File: src/rtl/tpdo_pkg.sv
// ----------------------------------------------------------------------------
// tpdo_pkg
// Types, widths and constants of the time proportioning heater output.
// ----------------------------------------------------------------------------
package tpdo_pkg;

  localparam int unsigned TS_W      = 32;  // timestamps and accumulators
  localparam int unsigned DUTY_W    = 7;
  localparam int unsigned TMO_W     = 16;
  localparam int unsigned VAL_W     = 8;
  localparam int unsigned KIND_W    = 2;
  localparam int unsigned CFG_IDX_W = 1;

  localparam logic [TMO_W-1:0]  STALE_RESET = 16'd30000;
  localparam logic [DUTY_W-1:0] FULL_DUTY   = 7'd100;

  // 1000*on >= 10*duty*total reduces exactly to 100*on >= duty*total
  localparam int unsigned RATIO_SCALE = 1000;
  localparam int unsigned DUTY_SCALE  = 10;
  localparam int unsigned RATIO_STEP  = RATIO_SCALE / DUTY_SCALE;

  localparam int unsigned TOT_W = TS_W + 1;
  localparam int unsigned LHS_W = TS_W + DUTY_W;
  localparam int unsigned RHS_W = TOT_W + DUTY_W;

  // request queue between front and back
  localparam int unsigned QUEUE_DEPTH = 2;
  localparam int unsigned QPTR_W      = $clog2(QUEUE_DEPTH);

  typedef enum logic [KIND_W-1:0] {
    KIND_UPDATE = 2'd0,
    KIND_ENABLE = 2'd1,
    KIND_DUTY   = 2'd2,
    KIND_OFF    = 2'd3
  } kind_t;

  typedef enum logic [CFG_IDX_W-1:0] {
    CFG_INVERT  = 1'b0,
    CFG_TIMEOUT = 1'b1
  } cfg_idx_t;

  // classified operations
  typedef enum logic [2:0] {
    OP_UPDATE  = 3'd0,
    OP_ENABLE  = 3'd1,
    OP_DISABLE = 3'd2,
    OP_DUTY    = 3'd3,
    OP_OFF     = 3'd4
  } op_t;

  typedef struct packed {
    op_t              op;
    logic [TS_W-1:0]  now_ms;
    logic [DUTY_W-1:0] duty;
  } req_t;

  typedef struct packed {
    logic             invert;
    logic [TMO_W-1:0] timeout;
  } cfg_t;

endpackage

File: src/rtl/tpdo_ifs.sv
// ----------------------------------------------------------------------------
// tpdo channel interfaces
// Valid/ready channels for events, results and register writes.
// ----------------------------------------------------------------------------
interface tpdo_in_if;
  import tpdo_pkg::*;
  logic                    valid;
  logic                    ready;
  logic [KIND_W-1:0]       kind;
  logic [TS_W-1:0]         now_ms;
  logic signed [VAL_W-1:0] value;
  modport source (output valid, kind, now_ms, value, input ready);
  modport sink   (input valid, kind, now_ms, value, output ready);
endinterface

interface tpdo_out_if;
  import tpdo_pkg::*;
  logic            valid;
  logic            ready;
  logic            pin_level;
  logic            pin_written;
  logic [TS_W-1:0] on_time_ms;
  logic [TS_W-1:0] off_time_ms;
  modport source (output valid, pin_level, pin_written, on_time_ms, off_time_ms,
                  input ready);
  modport sink   (input valid, pin_level, pin_written, on_time_ms, off_time_ms,
                  output ready);
endinterface

interface tpdo_cfg_if;
  import tpdo_pkg::*;
  logic                 valid;
  logic                 ready;
  logic [CFG_IDX_W-1:0] index;
  logic [TMO_W-1:0]     data;
  modport source (output valid, index, data, input ready);
  modport sink   (input valid, index, data, output ready);
endinterface

File: src/rtl/time_proportioning_duty_output.sv
// ----------------------------------------------------------------------------
// time_proportioning_duty_output: time proportioning heater pin driver
// Sequence: an update runs load, sum, multiply, product, commit; other kinds skip
// multiply and product. Commit registers the result once the output is free. The
// back end takes requests only in load; the two-entry queue takes them meanwhile.
// Reset: synchronous, clears counters, pin, enable, duty; stale timeout 30000 ms.
// ----------------------------------------------------------------------------
module time_proportioning_duty_output (
  input  logic       clk,
  input  logic       rst_n,
  tpdo_in_if.sink    in_if,
  tpdo_out_if.source out_if,
  tpdo_cfg_if.sink   cfg_if
);
  import tpdo_pkg::*;

  logic             invert_r;
  logic [TMO_W-1:0] timeout_r;
  cfg_t             cfg;
  logic             q_valid;
  logic             q_ready;
  req_t             q_req;

  // register writes are always taken
  assign cfg_if.ready = 1'b1;

  always_ff @(posedge clk) begin
    if (!rst_n) begin
      invert_r  <= 1'b0;
      timeout_r <= STALE_RESET;
    end else if (cfg_if.valid) begin
      unique case (cfg_idx_t'(cfg_if.index))
        CFG_INVERT:  invert_r  <= cfg_if.data[0];
        CFG_TIMEOUT: timeout_r <= cfg_if.data;
        default: ;
      endcase
    end
  end

  assign cfg.invert  = invert_r;
  assign cfg.timeout = timeout_r;

  tpdo_front u_front (
    .clk     (clk),
    .rst_n   (rst_n),
    .in_if   (in_if),
    .q_valid (q_valid),
    .q_ready (q_ready),
    .q_req   (q_req)
  );

  tpdo_back u_back (
    .clk     (clk),
    .rst_n   (rst_n),
    .cfg     (cfg),
    .q_valid (q_valid),
    .q_ready (q_ready),
    .q_req   (q_req),
    .out_if  (out_if)
  );

endmodule

File: src/rtl/tpdo_front.sv
// ----------------------------------------------------------------------------
// tpdo_front
// Accepts event requests, classifies them and queues them for the back end.
// ----------------------------------------------------------------------------
module tpdo_front (
  input  logic          clk,
  input  logic          rst_n,
  tpdo_in_if.sink       in_if,
  output logic          q_valid,
  input  logic          q_ready,
  output tpdo_pkg::req_t q_req
);
  import tpdo_pkg::*;

  req_t              cls;
  req_t              q_mem_r [QUEUE_DEPTH];
  logic [QPTR_W-1:0] wr_ptr_r;
  logic [QPTR_W-1:0] wr_ptr_nxt;
  logic [QPTR_W-1:0] rd_ptr_r;
  logic [QPTR_W-1:0] rd_ptr_nxt;
  logic [QPTR_W:0]   count_r;
  logic [QPTR_W:0]   count_nxt;
  logic              push;
  logic              pop;

  // classify: fold enable flag into the op, clamp negative duty to zero
  always_comb begin
    cls.now_ms = in_if.now_ms;
    cls.duty   = '0;
    cls.op     = OP_UPDATE;
    unique case (kind_t'(in_if.kind))
      KIND_UPDATE: cls.op = OP_UPDATE;
      KIND_ENABLE: cls.op = (in_if.value != '0) ? OP_ENABLE : OP_DISABLE;
      KIND_DUTY: begin
        cls.op   = OP_DUTY;
        cls.duty = in_if.value[VAL_W-1] ? '0 : in_if.value[DUTY_W-1:0];
      end
      KIND_OFF:    cls.op = OP_OFF;
      default:     cls.op = OP_UPDATE;
    endcase
  end

  // queue handshake
  assign in_if.ready = (count_r != (QPTR_W+1)'(QUEUE_DEPTH));
  assign q_valid     = (count_r != '0);
  assign q_req       = q_mem_r[rd_ptr_r];
  assign push        = in_if.valid && in_if.ready;
  assign pop         = q_valid && q_ready;

  always_comb begin
    wr_ptr_nxt = wr_ptr_r;
    rd_ptr_nxt = rd_ptr_r;
    count_nxt  = count_r;
    if (push) begin
      wr_ptr_nxt = (wr_ptr_r == QPTR_W'(QUEUE_DEPTH-1)) ? '0 : wr_ptr_r + 1'b1;
    end
    if (pop) begin
      rd_ptr_nxt = (rd_ptr_r == QPTR_W'(QUEUE_DEPTH-1)) ? '0 : rd_ptr_r + 1'b1;
    end
    if (push && !pop) begin
      count_nxt = count_r + 1'b1;
    end else if (pop && !push) begin
      count_nxt = count_r - 1'b1;
    end
  end

  // queue pointers
  always_ff @(posedge clk) begin
    if (!rst_n) begin
      wr_ptr_r <= '0;
      rd_ptr_r <= '0;
      count_r  <= '0;
    end else begin
      wr_ptr_r <= wr_ptr_nxt;
      rd_ptr_r <= rd_ptr_nxt;
      count_r  <= count_nxt;
    end
  end

  // queue storage
  always_ff @(posedge clk) begin
    if (push) begin
      q_mem_r[wr_ptr_r] <= cls;
    end
  end

endmodule

File: src/rtl/tpdo_back.sv
// ----------------------------------------------------------------------------
// tpdo_back
// Sequencer that does the time accounting, the duty decision and the result.
// ----------------------------------------------------------------------------
module tpdo_back (
  input  logic           clk,
  input  logic           rst_n,
  input  tpdo_pkg::cfg_t cfg,
  input  logic           q_valid,
  output logic           q_ready,
  input  tpdo_pkg::req_t q_req,
  tpdo_out_if.source     out_if
);
  import tpdo_pkg::*;

  localparam logic [2:0] S_LOAD   = 3'd0;
  localparam logic [2:0] S_SUM    = 3'd1;
  localparam logic [2:0] S_MUL    = 3'd2;
  localparam logic [2:0] S_PROD   = 3'd3;
  localparam logic [2:0] S_COMMIT = 3'd4;

  logic [2:0]        state_r;
  logic [2:0]        state_nxt;

  // current request
  op_t               op_r;
  logic [TS_W-1:0]   now_r;
  logic [DUTY_W-1:0] duty_in_r;
  logic [TS_W-1:0]   gap_r;
  logic              stale_r;

  // datapath
  logic [TS_W-1:0]   t_on_r;
  logic [TS_W-1:0]   t_off_r;
  logic [TOT_W-1:0]  total_r;
  logic [LHS_W-1:0]  lhs_r;
  logic [RHS_W-1:0]  rhs_r;
  logic [TS_W-1:0]   gap_now;
  logic [TOT_W-1:0]  sum_on;
  logic [TOT_W-1:0]  sum_off;
  logic [TS_W-1:0]   sat_on;
  logic [TS_W-1:0]   sat_off;

  // block state
  logic [TS_W-1:0]   on_acc_r,  on_acc_nxt;
  logic [TS_W-1:0]   off_acc_r, off_acc_nxt;
  logic [TS_W-1:0]   last_r,    last_nxt;
  logic              pin_r,     pin_nxt;
  logic              en_r,      en_nxt;
  logic [DUTY_W-1:0] duty_r,    duty_nxt;

  // result register
  logic              out_valid_r;
  logic              out_level_r;
  logic              out_written_r;
  logic [TS_W-1:0]   out_on_r;
  logic [TS_W-1:0]   out_off_r;

  logic              commit_go;
  logic              decide;
  logic              do_acct;
  logic              want;

  assign q_ready   = (state_r == S_LOAD);
  assign commit_go = (state_r == S_COMMIT) && (!out_valid_r || out_if.ready);
  assign gap_now   = q_req.now_ms - last_r;

  // saturating add of the gap to the counter the pin selects
  assign sum_on  = {1'b0, on_acc_r} + {1'b0, gap_r};
  assign sum_off = {1'b0, off_acc_r} + {1'b0, gap_r};
  assign sat_on  = sum_on[TS_W]  ? '1 : sum_on[TS_W-1:0];
  assign sat_off = sum_off[TS_W] ? '1 : sum_off[TS_W-1:0];

  // on while enabled unless the on share has reached the duty
  assign decide = en_r && ((duty_r >= FULL_DUTY) ||
                           ((duty_r != '0) && (RHS_W'(lhs_r) < rhs_r)));

  // sequencer
  always_comb begin
    state_nxt = state_r;
    unique case (state_r)
      S_LOAD:   if (q_valid) state_nxt = S_SUM;
      S_SUM:    state_nxt = (op_r == OP_UPDATE) ? S_MUL : S_COMMIT;
      S_MUL:    state_nxt = S_PROD;
      S_PROD:   state_nxt = S_COMMIT;
      S_COMMIT: if (commit_go) state_nxt = S_LOAD;
      default:  state_nxt = S_LOAD;
    endcase
  end

  // next block state at commit
  always_comb begin
    on_acc_nxt  = on_acc_r;
    off_acc_nxt = off_acc_r;
    last_nxt    = last_r;
    en_nxt      = en_r;
    duty_nxt    = duty_r;
    pin_nxt     = pin_r;
    do_acct     = 1'b0;
    want        = 1'b0;
    unique case (op_r)
      OP_UPDATE: begin
        do_acct = 1'b1;
        want    = decide;
      end
      OP_OFF:    do_acct = 1'b1;
      OP_DISABLE: begin
        if (en_r) begin
          en_nxt  = 1'b0;
          do_acct = 1'b1;
        end
      end
      OP_ENABLE: begin
        if (!en_r) begin
          en_nxt      = 1'b1;
          on_acc_nxt  = '0;
          off_acc_nxt = '0;
          last_nxt    = now_r;
        end
      end
      OP_DUTY: begin
        if (duty_in_r != duty_r) begin
          duty_nxt    = duty_in_r;
          on_acc_nxt  = '0;
          off_acc_nxt = '0;
          last_nxt    = now_r;
        end
      end
      default: ;
    endcase
    // a stale gap clears both counters and adds nothing
    if (do_acct) begin
      on_acc_nxt  = stale_r ? '0 : t_on_r;
      off_acc_nxt = stale_r ? '0 : t_off_r;
      last_nxt    = now_r;
      pin_nxt     = want && en_nxt;
    end
  end

  // control and block state
  always_ff @(posedge clk) begin
    if (!rst_n) begin
      state_r     <= S_LOAD;
      out_valid_r <= 1'b0;
      on_acc_r    <= '0;
      off_acc_r   <= '0;
      last_r      <= '0;
      pin_r       <= 1'b0;
      en_r        <= 1'b0;
      duty_r      <= '0;
    end else begin
      state_r <= state_nxt;
      if (commit_go) begin
        out_valid_r <= 1'b1;
        on_acc_r    <= on_acc_nxt;
        off_acc_r   <= off_acc_nxt;
        last_r      <= last_nxt;
        pin_r       <= pin_nxt;
        en_r        <= en_nxt;
        duty_r      <= duty_nxt;
      end else if (out_if.ready) begin
        out_valid_r <= 1'b0;
      end
    end
  end

  // datapath registers
  always_ff @(posedge clk) begin
    if (q_valid && q_ready) begin
      op_r      <= q_req.op;
      now_r     <= q_req.now_ms;
      duty_in_r <= q_req.duty;
      gap_r     <= gap_now;
      stale_r   <= gap_now > {{(TS_W-TMO_W){1'b0}}, cfg.timeout};
    end
    if (state_r == S_SUM) begin
      t_on_r  <= pin_r ? sat_on : on_acc_r;
      t_off_r <= pin_r ? off_acc_r : sat_off;
    end
    if (state_r == S_MUL) begin
      total_r <= {1'b0, t_on_r} + {1'b0, t_off_r};
      lhs_r   <= LHS_W'(t_on_r) * LHS_W'(RATIO_STEP);
    end
    if (state_r == S_PROD) begin
      rhs_r <= RHS_W'(duty_r) * RHS_W'(total_r);
    end
    if (commit_go) begin
      out_level_r   <= pin_nxt ^ cfg.invert;
      out_written_r <= pin_nxt != pin_r;
      out_on_r      <= on_acc_nxt;
      out_off_r     <= off_acc_nxt;
    end
  end

  assign out_if.valid       = out_valid_r;
  assign out_if.pin_level   = out_level_r;
  assign out_if.pin_written = out_written_r;
  assign out_if.on_time_ms  = out_on_r;
  assign out_if.off_time_ms = out_off_r;

endmodule

File: src/flat_wrapper.sv
// flat-port wrapper written by rule: the top's interface ports become plain ports
module time_proportioning_duty_output_flat import tpdo_pkg::*;
  (clk, rst_n, in_if_valid, in_if_kind, in_if_now_ms, in_if_value, in_if_ready, out_if_valid, out_if_pin_level, out_if_pin_written, out_if_on_time_ms, out_if_off_time_ms, out_if_ready, cfg_if_valid, cfg_if_index, cfg_if_data, cfg_if_ready);
  tpdo_in_if in_if_i ();
  tpdo_out_if out_if_i ();
  tpdo_cfg_if cfg_if_i ();
  input  logic clk;
  input  logic rst_n;
  input wire logic [$bits(in_if_i.valid)-1:0] in_if_valid;
  input wire logic [$bits(in_if_i.kind)-1:0] in_if_kind;
  input wire logic [$bits(in_if_i.now_ms)-1:0] in_if_now_ms;
  input wire logic [$bits(in_if_i.value)-1:0] in_if_value;
  output wire logic [$bits(in_if_i.ready)-1:0] in_if_ready;
  output wire logic [$bits(out_if_i.valid)-1:0] out_if_valid;
  output wire logic [$bits(out_if_i.pin_level)-1:0] out_if_pin_level;
  output wire logic [$bits(out_if_i.pin_written)-1:0] out_if_pin_written;
  output wire logic [$bits(out_if_i.on_time_ms)-1:0] out_if_on_time_ms;
  output wire logic [$bits(out_if_i.off_time_ms)-1:0] out_if_off_time_ms;
  input wire logic [$bits(out_if_i.ready)-1:0] out_if_ready;
  input wire logic [$bits(cfg_if_i.valid)-1:0] cfg_if_valid;
  input wire logic [$bits(cfg_if_i.index)-1:0] cfg_if_index;
  input wire logic [$bits(cfg_if_i.data)-1:0] cfg_if_data;
  output wire logic [$bits(cfg_if_i.ready)-1:0] cfg_if_ready;
  assign in_if_i.valid = in_if_valid;
  assign in_if_i.kind = in_if_kind;
  assign in_if_i.now_ms = in_if_now_ms;
  assign in_if_i.value = in_if_value;
  assign in_if_ready = in_if_i.ready;
  assign out_if_valid = out_if_i.valid;
  assign out_if_pin_level = out_if_i.pin_level;
  assign out_if_pin_written = out_if_i.pin_written;
  assign out_if_on_time_ms = out_if_i.on_time_ms;
  assign out_if_off_time_ms = out_if_i.off_time_ms;
  assign out_if_i.ready = out_if_ready;
  assign cfg_if_i.valid = cfg_if_valid;
  assign cfg_if_i.index = cfg_if_index;
  assign cfg_if_i.data = cfg_if_data;
  assign cfg_if_ready = cfg_if_i.ready;
  time_proportioning_duty_output u_core (.clk(clk), .rst_n(rst_n), .in_if(in_if_i), .out_if(out_if_i), .cfg_if(cfg_if_i));
endmodule
File: config.mk
export PLATFORM = sky130hd
export DESIGN_NAME = time_proportioning_duty_output_flat
export DESIGN_NICKNAME = d
export VERILOG_FILES = /design/src/rtl/tpdo_pkg.sv /design/src/rtl/tpdo_ifs.sv /design/src/rtl/time_proportioning_duty_output.sv /design/src/rtl/tpdo_front.sv /design/src/rtl/tpdo_back.sv /design/src/flat_wrapper.sv
export SDC_FILE = /design/constraint.sdc
export NUM_CORES = 2
export LEC_CHECK = 0
export BUFFER_PORTS_ARGS = -buffer_cell sky130_fd_sc_hd__buf_2
export CAP_MARGIN = 20
export CORE_ASPECT_RATIO = 0.6
export CORE_UTILIZATION = 45
export DETAILED_ROUTE_END_ITERATION = 10
export SETUP_SLACK_MARGIN = 0.2
export SLEW_MARGIN = 20
export SYNTH_ARGS = -nofsm -noshare
export SYNTH_HDL_FRONTEND = slang
export SYNTH_SLANG_ARGS = --single-unit
File: constraint.sdc
create_clock -name clk -period 11.2 [get_ports clk]
set_clock_uncertainty 0.15 [all_clocks]
set_input_delay 1.68 -clock clk [delete_from_list [all_inputs] [get_ports clk]]
set_output_delay 1.68 -clock clk [all_outputs]
set_load 0.05 [all_outputs]
==> results_dict.tcl <==
set metrics [dict create \
    outcome "finished, final reports clean" \
    synthTopCellsByArea "edfxtp_1 32%, ha_1 11%, fa_1 10%" \
    grt_start_max_net_pins 82 \
    clkSlewWorstSetupHoldPaths_ps 70 \
    peakVddDrop_uv 186.7 \
    slew_viol_final 0 \
    dieArea_mm2 0.08378 \
    hold_class "flop to flop" \
    clkLatencyLatePin_ps 640 \
    hold_buffers 0 \
    cts_tree "built" \
    synth_cell_types 83 \
    die_y_um 224.6 \
    grt_use_total_pct 22.12 \
    finalWorstSetupSlack_ps 4733 \
    cts-resized-gates 0 \
    core-area_mm2 0.08158 \
    fmax_mhz 154.6 \
    fill_cells 7401 \
    rr_endpoint "u_core.u_back.rhs_r[38]$_DFFE_PP_" \
    crit_fanout 20 \
    synthTopCellsByCount "399 x edfxtp_1, 393 x inv_1, 387 x nand2_1" \
    yosysWarnings 0 \
    dp_hpwl_um 68000 \
    grt_pass1_wl_um 145500 \
    multiInputGateArea_mm2 0.02069 \
    drive_gt1_share_pct 8.745 \
    worstHoldPathCells 2 \
    reg2reg_depth 20 \
    gp_congestion 0.9295 \
    synth-edff-count 399 \
    wl_um 90980 \
    avgSynthCellArea_um2 10.26 \
    final_nets 4305 \
    die_x_um 373.0 \
    initial_core_util_pct 45.55 \
    area_growth_pct 9.975 \
    power.total_mw 8.592 \
    grt_pass1_vias 25020 \
    min_period_ps 6467 \
    synthFlopType "edfxtp_1" \
    cap_violations 0 \
    synth_top_area_cell "edfxtp_1" \
    vias_per_cell 5.440 \
    fp-row-count 81 \
    cp_data_arrival_time_ps 6710 \
    place_inst 4741 \
    placement.io_buffers 131 \
    hold_start "u_core.u_back.last_r[29]$_SDFFE_PN0P_" \
    finalSetupTns_ps 0 \
    cts_made_buffers 53 \
    diodes 0 \
    syn_area_mm2 0.03717 \
    drt_iter0_drc 1984 \
    ios 133 \
    pre_cts_ws_ps 4861 \
    setup_viol 0 \
    crit_path_end_kind "flop" \
    synth_most_common_cell "edfxtp_1" \
    syn_nets 4210 \
    rsz0062_at_grt "no" \
    async_reset_ff_share_pct 0 \
    drc_errors 0 \
    start_kind "flop" \
    h-tree-depth 2 \
    rrSetupSlack_ps 4730 \
    ff_latch_area_mm2 0.01461 \
    final_cells 4841 \
    ys_seq_elements 530 \
    clock_sinks 530 \
    dr.pass1.iters 5 \
    postSynthCellCount 3622 \
    final_util_pct 50.10 \
    grt_antenna_before_repair 2 \
    synth_seq_area_share_pct 39.29 \
    cts_setup_buffers 0 \
    powerDensity_mw_per_mm2 210.2 \
    hold_end "u_core.u_back.last_r[29]$_SDFFE_PN0P_" \
    cts_buffer_depth 3 \
    wl_per_cell_um 18.79 \
    netlist.area_leader.share_pct 32.24 \
    relSlewSlack_pct 23.49 \
    via_count 26330 \
    worst_pin_slew_ps 1137 \
    grt.overflow.total 0 \
    crit_type "flop to flop" \
    worstPathRequired_ps 11440 \
    leakage_nw 17.58 \
    root_buffer "clkbuf_16" \
    post-route-period-util_pct 57.74 \
    ant_nets 0 \
    hold_viol 0 \
    r2r_start "u_core.u_back.duty_r[4]$_SDFFE_PN0P_" \
]
-- sequential cells by signal, indices dropped and copies added, names as in the netlist, 16 cells and up, named ones only --
name                              cells
u_core.u_back.rhs_r                  40
u_core.u_back.gap_r                  32
u_core.u_front.q_mem_r               84
u_core.u_back.last_r                 32
u_core.u_back.lhs_r                  37
u_core.u_back.off_acc_r              32
u_core.u_back.out_if.off_time_ms     32
u_core.u_back.on_acc_r               32
u_core.u_back.out_if.on_time_ms      32
u_core.u_back.now_r                  32
u_core.u_back.t_off_r                32
u_core.u_back.total_r                33
u_core.u_back.t_on_r                 32
u_core.timeout_r                     16
-- final cells by class --
cell class | instances | share of cell area (%)
Clock buffer | 67 | 3.652
Sequential cell | 530 | 35.74
Clock inverter | 33 | 0.9704
Inverter | 393 | 3.621
Timing Repair Buffer | 157 | 2.088
Multi-Input combinational cell | 2582 | 50.63
Tap cell | 1079 | 3.303
-- how the worst max path moves through the flow --
stage,start,to,cells past startpoint
3_3_place_gp,u_core.u_back.duty_r[4]$_SDFFE_PN0P_,u_core.u_back.rhs_r[38]$_DFFE_PP_,20
3_5_place_dp,u_core.u_back.duty_r[4]$_SDFFE_PN0P_,u_core.u_back.rhs_r[38]$_DFFE_PP_,20
2_1_floorplan,u_core.u_back.state_r[2]$_SDFFE_PN0P_,u_core.u_front.count_r[1]$_SDFFE_PN0P_,6
5_1_grt,u_core.u_back.duty_r[4]$_SDFFE_PN0P_,u_core.u_back.rhs_r[38]$_DFFE_PP_,20
6_report,u_core.u_back.duty_r[4]$_SDFFE_PN0P_,u_core.u_back.rhs_r[38]$_DFFE_PP_,20
4_1_cts,u_core.u_back.duty_r[4]$_SDFFE_PN0P_,u_core.u_back.rhs_r[38]$_DFFE_PP_,20
-- per-stage QoR --
stage	hold WS [ps]	cell area, um^2
after global routing	336.4	40870
final	315.7	40870
after global placement	301.4	38970
after floorplan	293.5	37170
after detailed placement	309.2	38980
after CTS	318.0	40870
-- critical path, cell delays in order, from the launching register on --
cell and delay [ps]:
dfxtp_1 670, buf_4 350, nand2_1 110, fa_1 500, fa_1 490, inv_1 50, fa_1 470, inv_1 50
fa_1 470, inv_1 40, ha_1 310, o21ai_0 120, o21a_1 220, o21ai_0 310, nand2_1 210, nor2_1 330
a31oi_1 210, nor3_1 660, a211o_1 270, o31ai_1 90, xnor2_1 130
-- layer usage --
layer,up-vias,share of wire (%),track usage [%]
met3,75,5.8,3.112
li1,12850,-,-
met2,695,39,31.02
met4,0,1.6,4.039
met5,-,0,0
met1,12710,53,35.75
-- cell families (layout without fill, tap and decap cells) --
group,Yosys count,count (layout),share of synthesized area [%]
and+or+nand+nor,995,995,13.11
AOI/OAI and AO/OA,825,825,15.05
DFF,530,530,39.29
adders and majority gates,524,524,21.38
buffers and inverters,510,650,5.205
xor gates and xnor gates,181,181,4.306
muxes,56,56,1.650
other,1,1,0.01009
-- layout by cell type (no fill, tap or decap), types with 41 or more instances in the layout --
master / n
ha_1: 339
a21boi_0: 117
buf_2: 130
o21ai_0: 104
a21oi_1: 202
clkbuf_16: 56
nand2b_1: 41
nand2_1: 387
edfxtp_1: 399
dfxtp_1: 129
nor2b_1: 62
mux2_2: 42
xnor2_1: 102
xor2_1: 78
inv_1: 392
a22o_1: 65
a21o_1: 100
and2_1: 206
nor2_1: 139
fa_1: 185
-- where the power goes --
group          switching, mW  leakage [nW]  internal [mW]  total (mW)
registers              0.253          4.78           2.70        2.95
clock network          0.832         0.912           1.13        1.96
logic                   2.26          11.9           1.42        3.67
total                   3.34          17.6           5.25        8.59
(Power assumes the default switching activity.)
